## src/rtl/ctw_pkg.sv

```systemverilog
package ctw_pkg;

   localparam int CSR_ADDR_W = 3;

   localparam logic [1:0] OP_PUT   = 2'd0;
   localparam logic [1:0] OP_READ  = 2'd1;
   localparam logic [1:0] OP_CLEAR = 2'd2;

   localparam logic [7:0] CHAR_NEWLINE   = 8'd10;
   localparam logic [7:0] CHAR_BACKSPACE = 8'd8;
   localparam logic [7:0] CHAR_SPACE     = 8'h20;
   localparam logic [7:0] RESET_ATTR     = 8'h0F;

   localparam logic [CSR_ADDR_W-3:0] REG_TEXT_ATTR = '0;

   typedef struct packed {
      logic [1:0]  opcode;
      logic [7:0]  char_code;
      logic [10:0] cell_index;
   } req_type;

   typedef struct packed {
      logic [15:0] read_data;
      logic [10:0] cursor_pos;
      logic        scrolled;
   } rsp_type;

endpackage

```

## src/rtl/ctw_csr_regs.sv

```systemverilog
module ctw_csr_regs import ctw_pkg::*; (
   input  logic                  clock,
   input  logic                  reset,
   input  logic                  psel,
   input  logic                  penable,
   input  logic                  pwrite,
   input  logic [CSR_ADDR_W-1:0] paddr,
   input  logic [31:0]           pwdata,
   output logic [31:0]           prdata,
   output logic                  pready,
   output logic [7:0]            text_attr
);

   logic [7:0] attr_ff;
   logic [7:0] attr_in;
   logic       hit;

   // word index only, byte lanes ignored
   assign hit = (paddr[CSR_ADDR_W-1:2] == REG_TEXT_ATTR);

   always_comb begin
      attr_in = attr_ff;
      if (psel && penable && pwrite && hit) begin
         attr_in = pwdata[7:0];
      end
   end

   always_ff @(posedge clock) begin
      if (reset) begin
         attr_ff <= RESET_ATTR;
      end else begin
         attr_ff <= attr_in;
      end
   end

   assign prdata    = hit ? {24'd0, attr_ff} : 32'd0;
   assign pready    = 1'b1;
   assign text_attr = attr_ff;

endmodule

```

## config.mk

```make
export PLATFORM = sky130hd
export DESIGN_NAME = ctw_csr_regs
export DESIGN_NICKNAME = d
export VERILOG_FILES = /design/src/rtl/ctw_pkg.sv /design/src/rtl/ctw_csr_regs.sv
export SDC_FILE = /design/constraint.sdc
export NUM_CORES = 1
export LEC_CHECK = 0
export BUFFER_PORTS_ARGS = -buffer_cell sky130_fd_sc_hd__buf_4
export CORE_ASPECT_RATIO = 0.7
export CORE_MARGIN = 2
export CORE_UTILIZATION = 27
export DETAILED_ROUTE_END_ITERATION = 10
export GPL_TIMING_DRIVEN = 0
export PLACE_DENSITY = 0.74
export SYNTH_ARGS = -nofsm -noshare
export SYNTH_HDL_FRONTEND = slang
export SYNTH_SLANG_ARGS = --single-unit
```

## constraint.sdc

```tcl
create_clock -name clock -period 0.8 [get_ports clock]
set_input_delay 0.08 -clock clock [delete_from_list [all_inputs] [get_ports clock]]
set_output_delay 0.08 -clock clock [all_outputs]
set_load 0.03 [all_outputs]
```

==> run_results.csv <==
group,metric,value,unit
critical_path,cp.required,0.72,ns
worst_hold_path,hold_path.class,"in -> reg",
finish,instances_no_fill,168,
cts,clkTransAtPathRegs,0.05,ns
synthesis,netlist_instances,70,
synthesis,synth-compound-area-share,0,
synthesis,synth_top_family_by_area,"buffers and inverters",
job,drv_cap,0,
finish,nets,178,
floorplanning,design.die.area,0.00266,sq mm
cts,clockBufferDepth,2,
routing,route.detailed.drc,0,
power,irDropWorstVdd,0.456,mV
finish,largest_register_ffs,8,
placed_design,post-place-cells,154,
synthesis,yosys.area_share.simple,0.262,
power,power_frac_seq,0.341,
critical_path,crit_fanout,2,
power,clock_power_share,0.244,
synthesis,yosysWarnings,0,
power,switching_share,0.338,
routing,ant_nets,0,
critical_path,path_class,"reg -> out",
sta,period_needed,0.978,ns
global_route,grt_pass1_vias,495,
global_route,grt-busiest-layer,"met2",
synthesis,synth_fa_ha_area_frac,0,
routing,dr_total_vias,578,
power,power_frac_comb,0.415,
global_route,met2_usage,0.191,
critical_path,cp-start-kind,"register",
synthesis,synth.avg_cell_area,8.72,sq um
routing,post_drt_wl_per_cell,8.27,um
cts,cts_tree,"yes",
sta,skew,0,ns
power,power_density,1040,mW/mm^2
sta,rsz0062_at_grt,"true",
critical_path,critPathArrivalTime,0.90,ns
sta,post-route-period-util,1.22,
cts,root_buffer,"clkbuf_4",
power,p_leak,0.000621,uW
routing,wl,1390,um
synthesis,syn_area,611,sq um
sta,fin_ws,-0.178,ns
synthesis,ys_seq_area_frac,0.262,
placed_design,gp_congestion,0.530,
cts,h-tree-depth,1,
floorplanning,dieHeight,43.8,um
global_route,grt_antenna_before_repair,0,
floorplanning,core-area,0.00214,sq mm
finish,antennaDiodeCount,0,
routing,avgViaCountPerCell,3.44,
power,power.internal,805,uW
power,p_total,1220,uW
sta,slew_violations,0,
global_route,use_met3,0.0358,
cts,cts.sinks,8,
sta,finalSetupViolCount,16,
placed_design,portBuffers,29,
floorplanning,die_w,60.8,um
sta,max_freq,1020,MHz
placed_design,pre_cts_slack,-0.116,ns
floorplanning,start_util,0.286,
global_route,grt_max_degree,11,
global_route,grt_overflow,0,
synthesis,yosysTopAreaCell,"buf_4",
sta,finalHoldViolCount,0,
floorplanning,io_pins,81,
routing,drt-initial-drc-count,12,
synthesis,synthTopCellsByArea,"buf_4 (31%), dfxtp_1 (26%), mux2i_1 (13%), and2b_2 (11%), nand2b_1 (8.2%)",
global_route,grt_usage,0.102,
synthesis,synth_mux_area_frac,0.131,
cts,numCtsBuffers,3,
synthesis,yosysTopAreaCellShare,0.307,
global_route,use_met1,0.102,
status,outcome,"complete, but fails checks",
cts,cts_hold_buf,0,
finish,layout-drive-gt1-share,0.640,
sta,holdWs,0.0903,ns
status,violations,"setup timing",
power,p_switching,411,uW
floorplanning,placementRows,14,
cts,clock_latency,0.25,ns
synthesis,synth_cell_type_count,10,
synthesis,synth_xor_area_frac,0,
global_route,grt_pass1_wl,1990,um
finish,syn_to_final_growth,92.2,%
synthesis,ys_seq_elements,8,
routing,first_pass_iters,2,
critical_path,endpoint_kind,"output pin",
finish,final_util,0.549,
## layer usage
layer  part of all wire  routed length, um
met2               0.56                773
met4             0.0058                  8
met1               0.34                472
met3              0.097                135
met5                  0                  0
## cell usage in the layout, fill, tap and decap left out
| cell type | instances |
|---|---|
| clkbuf_4 | 3 |
| nor2_2 | 1 |
| buf_6 | 26 |
| buf_4 | 40 |
| nor2_1 | 7 |
| and4b_1 | 1 |
| nand2b_4 | 1 |
| conb_1 | 25 |
| dfxtp_2 | 8 |
| and2b_2 | 8 |
| clkbuf_1 | 1 |
| mux2i_1 | 8 |
| nand2b_1 | 7 |
## per-stage QoR
stage               cell area [sq um]  setup TNS (ns)
finish                           1170           -2.02
global route                     1170           -2.71
floorplan                         707               0
detailed placement                965          -0.834
CTS                              1150           -2.20
global placement                  965          -0.752
## cell families after synthesis
| kind of cell | Yosys count |
|---|---|
| buf+inv | 27 |
| simple gates | 25 |
| other cells | 2 |
| mux | 8 |
| flops | 8 |
## cell usage after synthesis
cell type,number
buf_6,1
and2b_2,8
conb_1,2
nor2_1,8
and4b_1,1
buf_4,25
dfxtp_1,8
mux2i_1,8
clkbuf_1,1
nand2b_1,8
## final cells by class
cell class	instances	area (sq um)
fill	211	963
timing repair buffer	40	394
multi-input combinational	58	344
buffer	27	203
sequential	8	170
tap	32	40.0
clock buffer	3	22.5
## worst paths after layout
kind                                    from      endpoint  slack (ns)  cells after the start
worst max-delay path            text_attr[5]     prdata[5]       -0.18                      2
worst min-delay path               pwdata[2]  text_attr[2]        0.09                      3
worst max register to register  text_attr[5]  text_attr[5]        0.03                      4
worst min register to register  text_attr[7]  text_attr[7]        0.58                      3
## worst max-delay path: stages (launching register included)
cell and delay [ns]:
dfxtp_2 0.32, and2b_2 0.19, buf_6 0.14
## timing repair
action,in CTS,in global routing
gates resized for setup,22,5
buffers inserted,11,0
setup endpoints to repair,16,18
pin swaps,1,0
## power groups by stage
stage          clock network, uW  logic, uW  registers, uW
4_1_cts                      317        495            415
6_report                     296        505            415
3_3_place_gp                   0        448            423
3_5_place_dp                   0        452            424
2_1_floorplan                  0        335            441
5_1_grt                      355        534            415
(Power assumes the default switching activity.)
